`config.mk`:
```
export PLATFORM = sky130hd
export DESIGN_NAME = integer_to_english_word_tokens_flat
export DESIGN_NICKNAME = d
export VERILOG_FILES = /design/src/hdl/itew_pkg.sv /design/src/hdl/itew_if.sv /design/src/hdl/integer_to_english_word_tokens.sv /design/src/hdl/itew_datapath.sv /design/src/hdl/itew_ctrl.sv /design/src/flat_wrapper.sv
export SDC_FILE = /design/constraint.sdc
export NUM_CORES = 1
export LEC_CHECK = 0
export BUFFER_PORTS_ARGS = -buffer_cell sky130_fd_sc_hd__buf_4
export CAP_MARGIN = 0
export CORE_UTILIZATION = 55
export CTS_BUF_LIST = sky130_fd_sc_hd__clkbuf_16
export DETAILED_ROUTE_END_ITERATION = 7
export HOLD_SLACK_MARGIN = 0.12
export PLACE_DENSITY = 0.74
export SYNTH_ARGS = -nofsm -noshare
export SYNTH_HDL_FRONTEND = slang
export SYNTH_SLANG_ARGS = --single-unit
```
`constraint.sdc`:
```
create_clock -name i_clk -period 3.38 [get_ports i_clk]
set_clock_uncertainty 0.15 [all_clocks]
set_input_delay 0.169 -clock i_clk [delete_from_list [all_inputs] [get_ports i_clk]]
set_output_delay 0.169 -clock i_clk [all_outputs]
set_load 0.005 [all_outputs]
```
`src/hdl/itew_pkg.sv`:
```
// Shared types and constants for the integer-to-English word token block.
// No dependencies; every other file in hdl/ refers to this package.
`default_nettype none

package itew_pkg;

    localparam int VALUE_W     = 31;
    localparam int WORD_W      = 5;
    localparam int DIGITS      = 10;
    localparam int BCD_W       = 4 * DIGITS;
    localparam int SHIFT_W     = 32;              // value padded to an even bit count
    localparam int CONV_CYCLES = SHIFT_W / 2;     // two binary bits folded in per cycle
    localparam int CNT_W       = $clog2(CONV_CYCLES);
    localparam int STEP_W      = 3;

    localparam logic [WORD_W-1:0] CODE_ZERO      = 5'd0;
    localparam logic [WORD_W-1:0] CODE_TENS_BASE = 5'd18;
    localparam logic [WORD_W-1:0] CODE_HUNDRED   = 5'd28;
    localparam logic [WORD_W-1:0] CODE_THOUSAND  = 5'd29;
    localparam logic [WORD_W-1:0] CODE_MILLION   = 5'd30;
    localparam logic [WORD_W-1:0] CODE_BILLION   = 5'd31;

    // word slots within one three-digit group, in emission order
    localparam logic [STEP_W-1:0] STEP_HDIG  = 3'd0;
    localparam logic [STEP_W-1:0] STEP_HUND  = 3'd1;
    localparam logic [STEP_W-1:0] STEP_TENS  = 3'd2;
    localparam logic [STEP_W-1:0] STEP_UNIT  = 3'd3;
    localparam logic [STEP_W-1:0] STEP_SCALE = 3'd4;

    localparam logic [1:0] GRP_UNITS    = 2'd0;
    localparam logic [1:0] GRP_THOUSAND = 2'd1;
    localparam logic [1:0] GRP_MILLION  = 2'd2;
    localparam logic [1:0] GRP_BILLION  = 2'd3;

    typedef struct packed {
        logic              load;
        logic              conv;
        logic              emit;
        logic [1:0]        grp;
        logic [STEP_W-1:0] step;
    } t_cmd;

    typedef struct packed {
        logic              present;
        logic              last;
        logic [WORD_W-1:0] code;
    } t_stat;

endpackage

`default_nettype wire

```
`src/hdl/itew_if.sv`:
```
// Valid/ready channel interfaces for the input value and the word tokens.
// Depends on itew_pkg for field widths.
`default_nettype none

interface itew_in_if;
    logic                          valid;
    logic                          ready;
    logic [itew_pkg::VALUE_W-1:0]  value;

    modport source (output valid, output value, input ready);
    modport sink   (input valid, input value, output ready);
endinterface

interface itew_out_if;
    logic                          valid;
    logic                          ready;
    logic [itew_pkg::WORD_W-1:0]   word_code;
    logic                          last_word;

    modport source (output valid, output word_code, output last_word, input ready);
    modport sink   (input valid, input word_code, input last_word, output ready);
endinterface

`default_nettype wire

```
`src/hdl/integer_to_english_word_tokens.sv`:
```
// Spells a non-negative 31-bit integer as a run of English word codes.
// Depends on itew_pkg, itew_if, itew_ctrl and itew_datapath.
//
// Usage:
//   i_in  : valid/ready channel carrying value (31 bits). A transaction
//           happens on a rising edge with valid and ready both high.
//   o_out : valid/ready channel carrying word_code (5 bits) and last_word;
//           last_word is set on the final word of each number.
// Timing: after an input transaction the value goes through a binary-to-BCD
//   converter that folds in two bits per cycle. The sequencer then walks
//   four digit groups of five word slots each, one slot per cycle while
//   the output register can take a word. A new value is taken once the
//   walk of the previous one has finished, even while its last word still
//   waits in the output register.
// Stalls: while a word waits, a low o_out.ready holds the walk on the
//   current slot; nothing is lost and the output word stays put until taken.
// Reset: synchronous, active low; clears the controller and the output
//   valid flag, dropping any item in progress.
`default_nettype none

module integer_to_english_word_tokens (
    input  wire logic         i_clk,
    input  wire logic         i_rst_n,
    itew_in_if.sink           i_in,
    itew_out_if.source        o_out
);

    itew_pkg::t_cmd  w_cmd;
    itew_pkg::t_stat w_stat;

    itew_ctrl u_ctrl (
        .i_clk       (i_clk),
        .i_rst_n     (i_rst_n),
        .i_in_valid  (i_in.valid),
        .o_in_ready  (i_in.ready),
        .i_out_ready (o_out.ready),
        .o_out_valid (o_out.valid),
        .i_stat      (w_stat),
        .o_cmd       (w_cmd)
    );

    itew_datapath u_datapath (
        .i_clk   (i_clk),
        .i_value (i_in.value),
        .i_cmd   (w_cmd),
        .o_stat  (w_stat),
        .o_word  (o_out.word_code),
        .o_last  (o_out.last_word)
    );

endmodule

`default_nettype wire

```
`src/hdl/itew_datapath.sv`:
```
// Datapath: binary-to-BCD converter (two bits per cycle), group word decode
// and the output word register. Depends on itew_pkg.
`default_nettype none

module itew_datapath (
    input  wire logic                          i_clk,
    input  wire logic [itew_pkg::VALUE_W-1:0]  i_value,
    input  wire itew_pkg::t_cmd                i_cmd,
    output itew_pkg::t_stat                    o_stat,
    output logic [itew_pkg::WORD_W-1:0]        o_word,
    output logic                               o_last
);

    localparam int BCD_W = itew_pkg::BCD_W;

    logic [itew_pkg::SHIFT_W-1:0] r_shift;
    logic [BCD_W-1:0]             r_bcd;
    logic [itew_pkg::WORD_W-1:0]  r_word;
    logic                         r_last;

    logic [BCD_W-1:0] w_bcd_half;
    logic [BCD_W-1:0] w_bcd_full;
    logic [47:0]      w_pad;
    logic [3:0]       w_h;
    logic [3:0]       w_t;
    logic [3:0]       w_u;
    logic [3:0]       w_gnz;
    logic [3:0]       w_low_mask;
    logic             w_all_zero;
    logic             w_lower_zero;
    logic             w_t_ge2;
    logic [7:0]       w_p;
    logic [7:0]       w_after;
    logic [itew_pkg::WORD_W-1:0] w_code;
    logic [itew_pkg::WORD_W-1:0] w_scale;

    // one double-dabble step: add 3 to every digit >= 5, then shift in a bit
    function automatic logic [BCD_W-1:0] dabble(input logic [BCD_W-1:0] b,
                                                  input logic bit_in);
        logic [BCD_W-1:0] adj;
        adj = b;
        for (int i = 0; i < itew_pkg::DIGITS; i++) begin
            if (adj[4*i +: 4] >= 4'd5) begin
                adj[4*i +: 4] = adj[4*i +: 4] + 4'd3;
            end
        end
        return {adj[BCD_W-2:0], bit_in};
    endfunction

    assign w_bcd_half = dabble(r_bcd, r_shift[itew_pkg::SHIFT_W-1]);
    assign w_bcd_full = dabble(w_bcd_half, r_shift[itew_pkg::SHIFT_W-2]);

    always_ff @(posedge i_clk) begin
        if (i_cmd.load) begin
            r_shift <= {1'b0, i_value};
            r_bcd   <= '0;
        end else if (i_cmd.conv) begin
            r_shift <= {r_shift[itew_pkg::SHIFT_W-3:0], 2'b00};
            r_bcd   <= w_bcd_full;
        end
        if (i_cmd.emit) begin
            r_word <= o_stat.code;
            r_last <= o_stat.last;
        end
    end

    assign w_pad      = {8'd0, r_bcd};
    assign w_all_zero = (r_bcd == '0);

    always_comb begin
        for (int g = 0; g < 4; g++) begin
            w_gnz[g] = |w_pad[12*g +: 12];
        end
    end

    always_comb begin
        unique case (i_cmd.grp)
            itew_pkg::GRP_UNITS: begin
                w_h = w_pad[11:8];  w_t = w_pad[7:4];   w_u = w_pad[3:0];
                w_scale = itew_pkg::CODE_ZERO;
            end
            itew_pkg::GRP_THOUSAND: begin
                w_h = w_pad[23:20]; w_t = w_pad[19:16]; w_u = w_pad[15:12];
                w_scale = itew_pkg::CODE_THOUSAND;
            end
            itew_pkg::GRP_MILLION: begin
                w_h = w_pad[35:32]; w_t = w_pad[31:28]; w_u = w_pad[27:24];
                w_scale = itew_pkg::CODE_MILLION;
            end
            default: begin
                w_h = w_pad[47:44]; w_t = w_pad[43:40]; w_u = w_pad[39:36];
                w_scale = itew_pkg::CODE_BILLION;
            end
        endcase
    end

    assign w_low_mask   = (4'b0001 << i_cmd.grp) - 4'd1;
    assign w_lower_zero = ((w_gnz & w_low_mask) == 4'd0);
    assign w_t_ge2      = (w_t >= 4'd2);

    // which word slots of the current group carry a word
    always_comb begin
        w_p = '0;
        if (w_all_zero) begin
            // input zero spells as the single word Zero
            w_p[itew_pkg::STEP_HDIG] = (i_cmd.grp == itew_pkg::GRP_UNITS);
        end else begin
            w_p[itew_pkg::STEP_HDIG]  = (w_h != 4'd0);
            w_p[itew_pkg::STEP_HUND]  = (w_h != 4'd0);
            w_p[itew_pkg::STEP_TENS]  = (w_t != 4'd0) || (w_u != 4'd0);
            w_p[itew_pkg::STEP_UNIT]  = w_t_ge2 && (w_u != 4'd0);
            w_p[itew_pkg::STEP_SCALE] = (i_cmd.grp != itew_pkg::GRP_UNITS)
                                        && w_gnz[i_cmd.grp];
        end
    end

    always_comb begin
        unique case (i_cmd.step)
            itew_pkg::STEP_HDIG:  w_code = {1'b0, w_h};
            itew_pkg::STEP_HUND:  w_code = itew_pkg::CODE_HUNDRED;
            itew_pkg::STEP_TENS:  w_code = w_t_ge2 ? itew_pkg::CODE_TENS_BASE + {1'b0, w_t}
                                         : (w_t[0] ? 5'd10 + {1'b0, w_u} : {1'b0, w_u});
            itew_pkg::STEP_UNIT:  w_code = {1'b0, w_u};
            default:              w_code = w_scale;
        endcase
    end

    assign w_after        = w_p >> (i_cmd.step + 3'd1);
    assign o_stat.present = w_p[i_cmd.step];
    assign o_stat.last    = w_p[i_cmd.step] && (w_after == 8'd0) && w_lower_zero;
    assign o_stat.code    = w_code;

    assign o_word = r_word;
    assign o_last = r_last;

endmodule

`default_nettype wire

```
`src/hdl/itew_ctrl.sv`:
```
// Controller: sequences load, BCD conversion and the group/word-slot walk,
// and owns the output valid flag. Depends on itew_pkg.
`default_nettype none

module itew_ctrl (
    input  wire logic            i_clk,
    input  wire logic            i_rst_n,
    input  wire logic            i_in_valid,
    output logic                 o_in_ready,
    input  wire logic            i_out_ready,
    output logic                 o_out_valid,
    input  wire itew_pkg::t_stat i_stat,
    output itew_pkg::t_cmd       o_cmd
);

    localparam logic [1:0] S_IDLE = 2'd0;
    localparam logic [1:0] S_CONV = 2'd1;
    localparam logic [1:0] S_EMIT = 2'd2;
    localparam logic [itew_pkg::CNT_W-1:0] CNT_LAST = itew_pkg::CNT_W'(itew_pkg::CONV_CYCLES - 1);

    logic [1:0]                    r_state, n_state;
    logic [itew_pkg::CNT_W-1:0]    r_cnt, n_cnt;
    logic [1:0]                    r_grp, n_grp;
    logic [itew_pkg::STEP_W-1:0]   r_step, n_step;
    logic                          r_out_valid, n_out_valid;
    logic                          w_out_free;

    assign w_out_free = !r_out_valid || i_out_ready;

    always_comb begin
        n_state     = r_state;
        n_cnt       = r_cnt;
        n_grp       = r_grp;
        n_step      = r_step;
        n_out_valid = r_out_valid && !i_out_ready;
        o_cmd.load  = 1'b0;
        o_cmd.conv  = 1'b0;
        o_cmd.emit  = 1'b0;
        o_cmd.grp   = r_grp;
        o_cmd.step  = r_step;
        o_in_ready  = 1'b0;
        unique case (r_state)
            S_IDLE: begin
                o_in_ready = 1'b1;
                if (i_in_valid) begin
                    o_cmd.load = 1'b1;
                    n_cnt      = '0;
                    n_state    = S_CONV;
                end
            end
            S_CONV: begin
                o_cmd.conv = 1'b1;
                n_cnt      = r_cnt + 1'b1;
                if (r_cnt == CNT_LAST) begin
                    n_grp   = itew_pkg::GRP_BILLION;
                    n_step  = itew_pkg::STEP_HDIG;
                    n_state = S_EMIT;
                end
            end
            S_EMIT: begin
                // one word slot per cycle once the output register can take it
                if (w_out_free) begin
                    o_cmd.emit = i_stat.present;
                    if (i_stat.present) begin
                        n_out_valid = 1'b1;
                    end
                    if (r_step == itew_pkg::STEP_SCALE) begin
                        n_step = itew_pkg::STEP_HDIG;
                        if (r_grp == itew_pkg::GRP_UNITS) begin
                            n_state = S_IDLE;
                        end else begin
                            n_grp = r_grp - 2'd1;
                        end
                    end else begin
                        n_step = r_step + 3'd1;
                    end
                end
            end
            default: n_state = S_IDLE;
        endcase
    end

    always_ff @(posedge i_clk) begin
        if (!i_rst_n) begin
            r_state     <= S_IDLE;
            r_cnt       <= '0;
            r_grp       <= itew_pkg::GRP_UNITS;
            r_step      <= itew_pkg::STEP_HDIG;
            r_out_valid <= 1'b0;
        end else begin
            r_state     <= n_state;
            r_cnt       <= n_cnt;
            r_grp       <= n_grp;
            r_step      <= n_step;
            r_out_valid <= n_out_valid;
        end
    end

    assign o_out_valid = r_out_valid;

    a_emit_only_in_emit: assert property (@(posedge i_clk) disable iff (!i_rst_n)
        o_cmd.emit |-> (r_state == S_EMIT))
        else $error("word emitted outside the emit phase");

    a_no_overwrite: assert property (@(posedge i_clk) disable iff (!i_rst_n)
        o_cmd.emit |-> (!r_out_valid || i_out_ready))
        else $error("output word overwritten before it was taken");

    a_conv_to_emit: assert property (@(posedge i_clk) disable iff (!i_rst_n)
        (r_state == S_CONV && r_cnt == CNT_LAST) |=>
            (r_state == S_EMIT && r_grp == itew_pkg::GRP_BILLION
             && r_step == itew_pkg::STEP_HDIG))
        else $error("conversion did not hand over to the billions group");

    a_step_range: assert property (@(posedge i_clk) disable iff (!i_rst_n)
        r_step <= itew_pkg::STEP_SCALE)
        else $error("word slot index out of range");

endmodule

`default_nettype wire

```
`src/flat_wrapper.sv`:
```
// flat-port wrapper written by rule: the top's interface ports become plain ports
module integer_to_english_word_tokens_flat 
  (i_clk, i_rst_n, i_in_valid, i_in_value, i_in_ready, o_out_valid, o_out_word_code, o_out_last_word, o_out_ready);
  itew_in_if i_in_i ();
  itew_out_if o_out_i ();
  input  wire logic i_clk;
  input  wire logic i_rst_n;
  input wire logic [$bits(i_in_i.valid)-1:0] i_in_valid;
  input wire logic [$bits(i_in_i.value)-1:0] i_in_value;
  output wire logic [$bits(i_in_i.ready)-1:0] i_in_ready;
  output wire logic [$bits(o_out_i.valid)-1:0] o_out_valid;
  output wire logic [$bits(o_out_i.word_code)-1:0] o_out_word_code;
  output wire logic [$bits(o_out_i.last_word)-1:0] o_out_last_word;
  input wire logic [$bits(o_out_i.ready)-1:0] o_out_ready;
  assign i_in_i.valid = i_in_valid;
  assign i_in_i.value = i_in_value;
  assign i_in_ready = i_in_i.ready;
  assign o_out_valid = o_out_i.valid;
  assign o_out_word_code = o_out_i.word_code;
  assign o_out_last_word = o_out_i.last_word;
  assign o_out_i.ready = o_out_ready;
  integer_to_english_word_tokens u_core (.i_clk(i_clk), .i_rst_n(i_rst_n), .i_in(i_in_i), .o_out(o_out_i));
endmodule
```
==> flow_summary.yaml <==
final_layout:
  drive_above_1_share_pct: 12.3
  final_cells: 984
  n_fill_cell: 851
  diodes: 0
  finish.utilization_pct: 67.8
  syn2layout_area_growth_pct: 19.3
  register_area_sq_um: 2170
  final_cell_mix: "nand2_1 (109), o21ai_0 (71), a21oi_1 (66)"
  multi_input_area_sq_um: 3710
  layout.nets: 935
  final_common_cell: "nand2_1"
pwr:
  powerDensity_nw_per_um2: 824
  seqPwrFrac_pct: 28.0
  total_power_w: 0.00611
  switching_share_pct: 43.2
  p_leak_nw: 3.24
  irDropWorstVdd_v: 0.000452
  switchingPower_w: 0.00264
  pwr-share-comb_pct: 54.7
  internal-power_w: 0.00347
  p_clk_share_pct: 17.3
worst_setup_path:
  cp_max_fo: 7
  start_kind: "flop"
  arrival_ns: 3.11
  worstSetupPathType: "flop to flop"
  crit_required_ns: 3.33
  crit_path_cell_trace: "inv_1 -> ha_1 -> a222oi_1 -> mux2i_2 -> or4_4 -> a32oi_1 -> nor2_1 -> a211oi_2 -> nor2_2"
  max_stage_delay_ns: 0.59
  crit_path_end_kind: "flop"
  crit_slowest_cell: "or4_4"
die:
  ios: 43
  die_h_microns: 108
  initial_core_util_pct: 56.9
  placementRows: 38
  fp.dieArea_sq_um: 11700
  fp.dieW_microns: 108
  core-area_sq_um: 10900
clock_tree:
  cts_tree: "done"
  cts_root_buf: "clkbuf_16"
  clk_pin_slew_worst_paths_ns: 0.07
  cts_num_sinks: 90
  clockBufferDepth: 2
  cts_buffers: 9
  h-tree-depth: 3
  insertion_delay_ns: 0.36
place:
  dp.cells: 929
  dp_hpwl_mm: 11.1
  port_buffers: 42
  place.gp.congestion: 0.957
synth:
  postSynthAreaPerCell_sq_um: 8.21
  synth_top_area_cell: "edfxtp_1"
  synth_cell_types: 48
  synth_edf_count: 37
  synth_top_area_share_pct: 17.9
  synth_top_cells_by_area: "edfxtp_1 (18%), dfxtp_1 (17%), ha_1 (12%), nand2_1 (6.7%), o21ai_0 (5.7%)"
  yosysSeqAreaShare_pct: 34.9
  synth_cells: 757
  ys_ff_latch: 90
  yosysWarnings: 0
  syn_area_sq_um: 6220
  synth_async_sr_flop_share_pct: 0
  synth_fp_nets: 853
  synth_top_flop_cell: "dfxtp_1"
sta:
  hold_violations: 0
  setup_tns_ns: 0
  max-slew-margin-rel_pct: 48.7
  tightest_slew_ns: 0.769
  slew_viol_final: 0
  setup_violations: 0
  fmax_ghz: 0.317
  grt_setup_unrepaired: "false"
  post-route-period-util_pct: 93.4
  whs_ns: 0.307
  min_period_ns: 3.16
min_path:
  min_path_type: "flop to flop"
route:
  viasPerCell: 5.75
  drt_iter0_drc: 415
  routed.top_layer: "met4"
  ant_nets: 0
  wl_mm: 15.9
  drc_errors: 0
  first_pass_iters: 8
  vias: 5655
  wl_met3_microns: 658
  wl_met1_mm: 7.16
  wl_met2_mm: 7.68
  wl_per_cell_microns: 16.1
run_status:
  status: "finished clean"
grt:
  grt_pass1_wl_mm: 26.3
  antenna_found_initial: 0
  grt_pass1_vias: 5510
  grt_max_degree: 75
  grt_usage_pct: 28.7
  overflow: 0
flow_run:
  drv_cap: 0
==> cell families (layout without fill, tap and decap cells) <==
| kind of cell | Yosys count | after routing | synth area share (%) |
|---|---|---|---|
| simple gates | 277 | 277 | 20.9 |
| compound gates | 182 | 182 | 17.1 |
| flops | 90 | 90 | 34.9 |
| buf+inv | 89 | 176 | 5.53 |
| fa+ha+maj | 61 | 61 | 12.3 |
| mux | 35 | 35 | 6.04 |
| xor+xnor | 23 | 23 | 3.24 |
==> critical path: cells and delay by family (launching register included) <==
| kind | cells | cell delay [ns] |
|---|---|---|
| muxes | 1 | 0.13 |
| and+or+nand+nor | 3 | 0.80 |
| adders and majority gates | 1 | 0.29 |
| DFF | 1 | 0.44 |
| AOI/OAI and AO/OA | 3 | 0.95 |
| buffers and inverters | 1 | 0.16 |
==> power by group through the flow <==
stage | Clock (W) | Combinational (W) | Sequential (W)
floorplan | 0 | 0.00251 | 0.00161
global placement | 0 | 0.00307 | 0.00172
detailed placement | 0 | 0.00323 | 0.00173
CTS | 0.00106 | 0.00329 | 0.00170
global route | 0.00110 | 0.00379 | 0.00175
finish | 0.00106 | 0.00334 | 0.00171
==> cell usage after synthesis (all sizes together), types with 2 or more instances <==
library cell  number
nor4               6
nand4b             4
and3               4
buf                4
nor2b              3
a21oi             66
o21ai             71
mux2              17
a211oi             3
nor2              54
nor3b             19
nand3             43
o31ai              3
o211ai             2
o21a              11
xor2               3
a222oi            12
or3                3
a21boi             2
inv               61
a22oi              2
nand2            111
nand4              5
mux2i             18
ha                61
dfxtp             53
nor3               5
clkbuf            24
and2               2
edfxtp            37
o22ai              2
xnor2             20
nand2b            16
==> metal layers <==
| layer | track usage (%) | vias up |
|---|---|---|
| met2 | 49.7 | 151 |
| li1 | - | 2815 |
| met3 | 3.92 | 30 |
| met4 | 11.7 | 0 |
| met1 | 35.9 | 2659 |
| met5 | 0 | - |
==> final cells by class <==
class	instances	area share, %
Tap cell	140	2.36
Sequential cell	90	29.3
Timing Repair Buffer	99	11.2
Multi-Input combinational cell	578	50.0
Clock buffer	9	3.04
Clock inverter	7	1.01
Inverter	61	3.09
==> worst paths after layout <==
path	from	to	slack, ns	cells past startpoint
max	u_core.u_ctrl.r_grp[0]	u_core.u_datapath.o_word[1]	0.22	9
min	u_core.u_datapath.r_shift[30]	u_core.u_datapath.r_bcd[0]	0.31	2
max reg2reg	u_core.u_ctrl.r_grp[0]	u_core.u_datapath.o_word[1]	0.22	9
min reg2reg	u_core.u_datapath.r_shift[30]	u_core.u_datapath.r_bcd[0]	0.31	2
==> state kept, by name, summed over array words and instances (netlist names) <==
register,flops
u_core.u_ctrl.o_out_valid,1
u_core.u_ctrl.r_cnt,4
u_core.u_ctrl.r_grp,2
u_core.u_ctrl.r_state,2
u_core.u_ctrl.r_step,3
u_core.u_datapath.o_last,1
u_core.u_datapath.o_word,5
u_core.u_datapath.r_bcd,40
u_core.u_datapath.r_shift,32
==> through the flow <==
| step | instance area [sq um] | worst slack, ns |
|---|---|---|
| finish | 7420 | 0.222 |
| global route | 7420 | 0.0186 |
| CTS | 7380 | 0.115 |
| detailed placement | 6730 | 0.134 |
| global placement | 6730 | 0.272 |
| floorplan | 6220 | 0.420 |
==> timing repair <==
item,in CTS,in global routing
hold buffers,35,0
setup buffers,0,4
endpoints found under the setup margin,0,7
resized for setup,0,1
hold endpoints to repair,39,0
(Power assumes the default switching activity.)
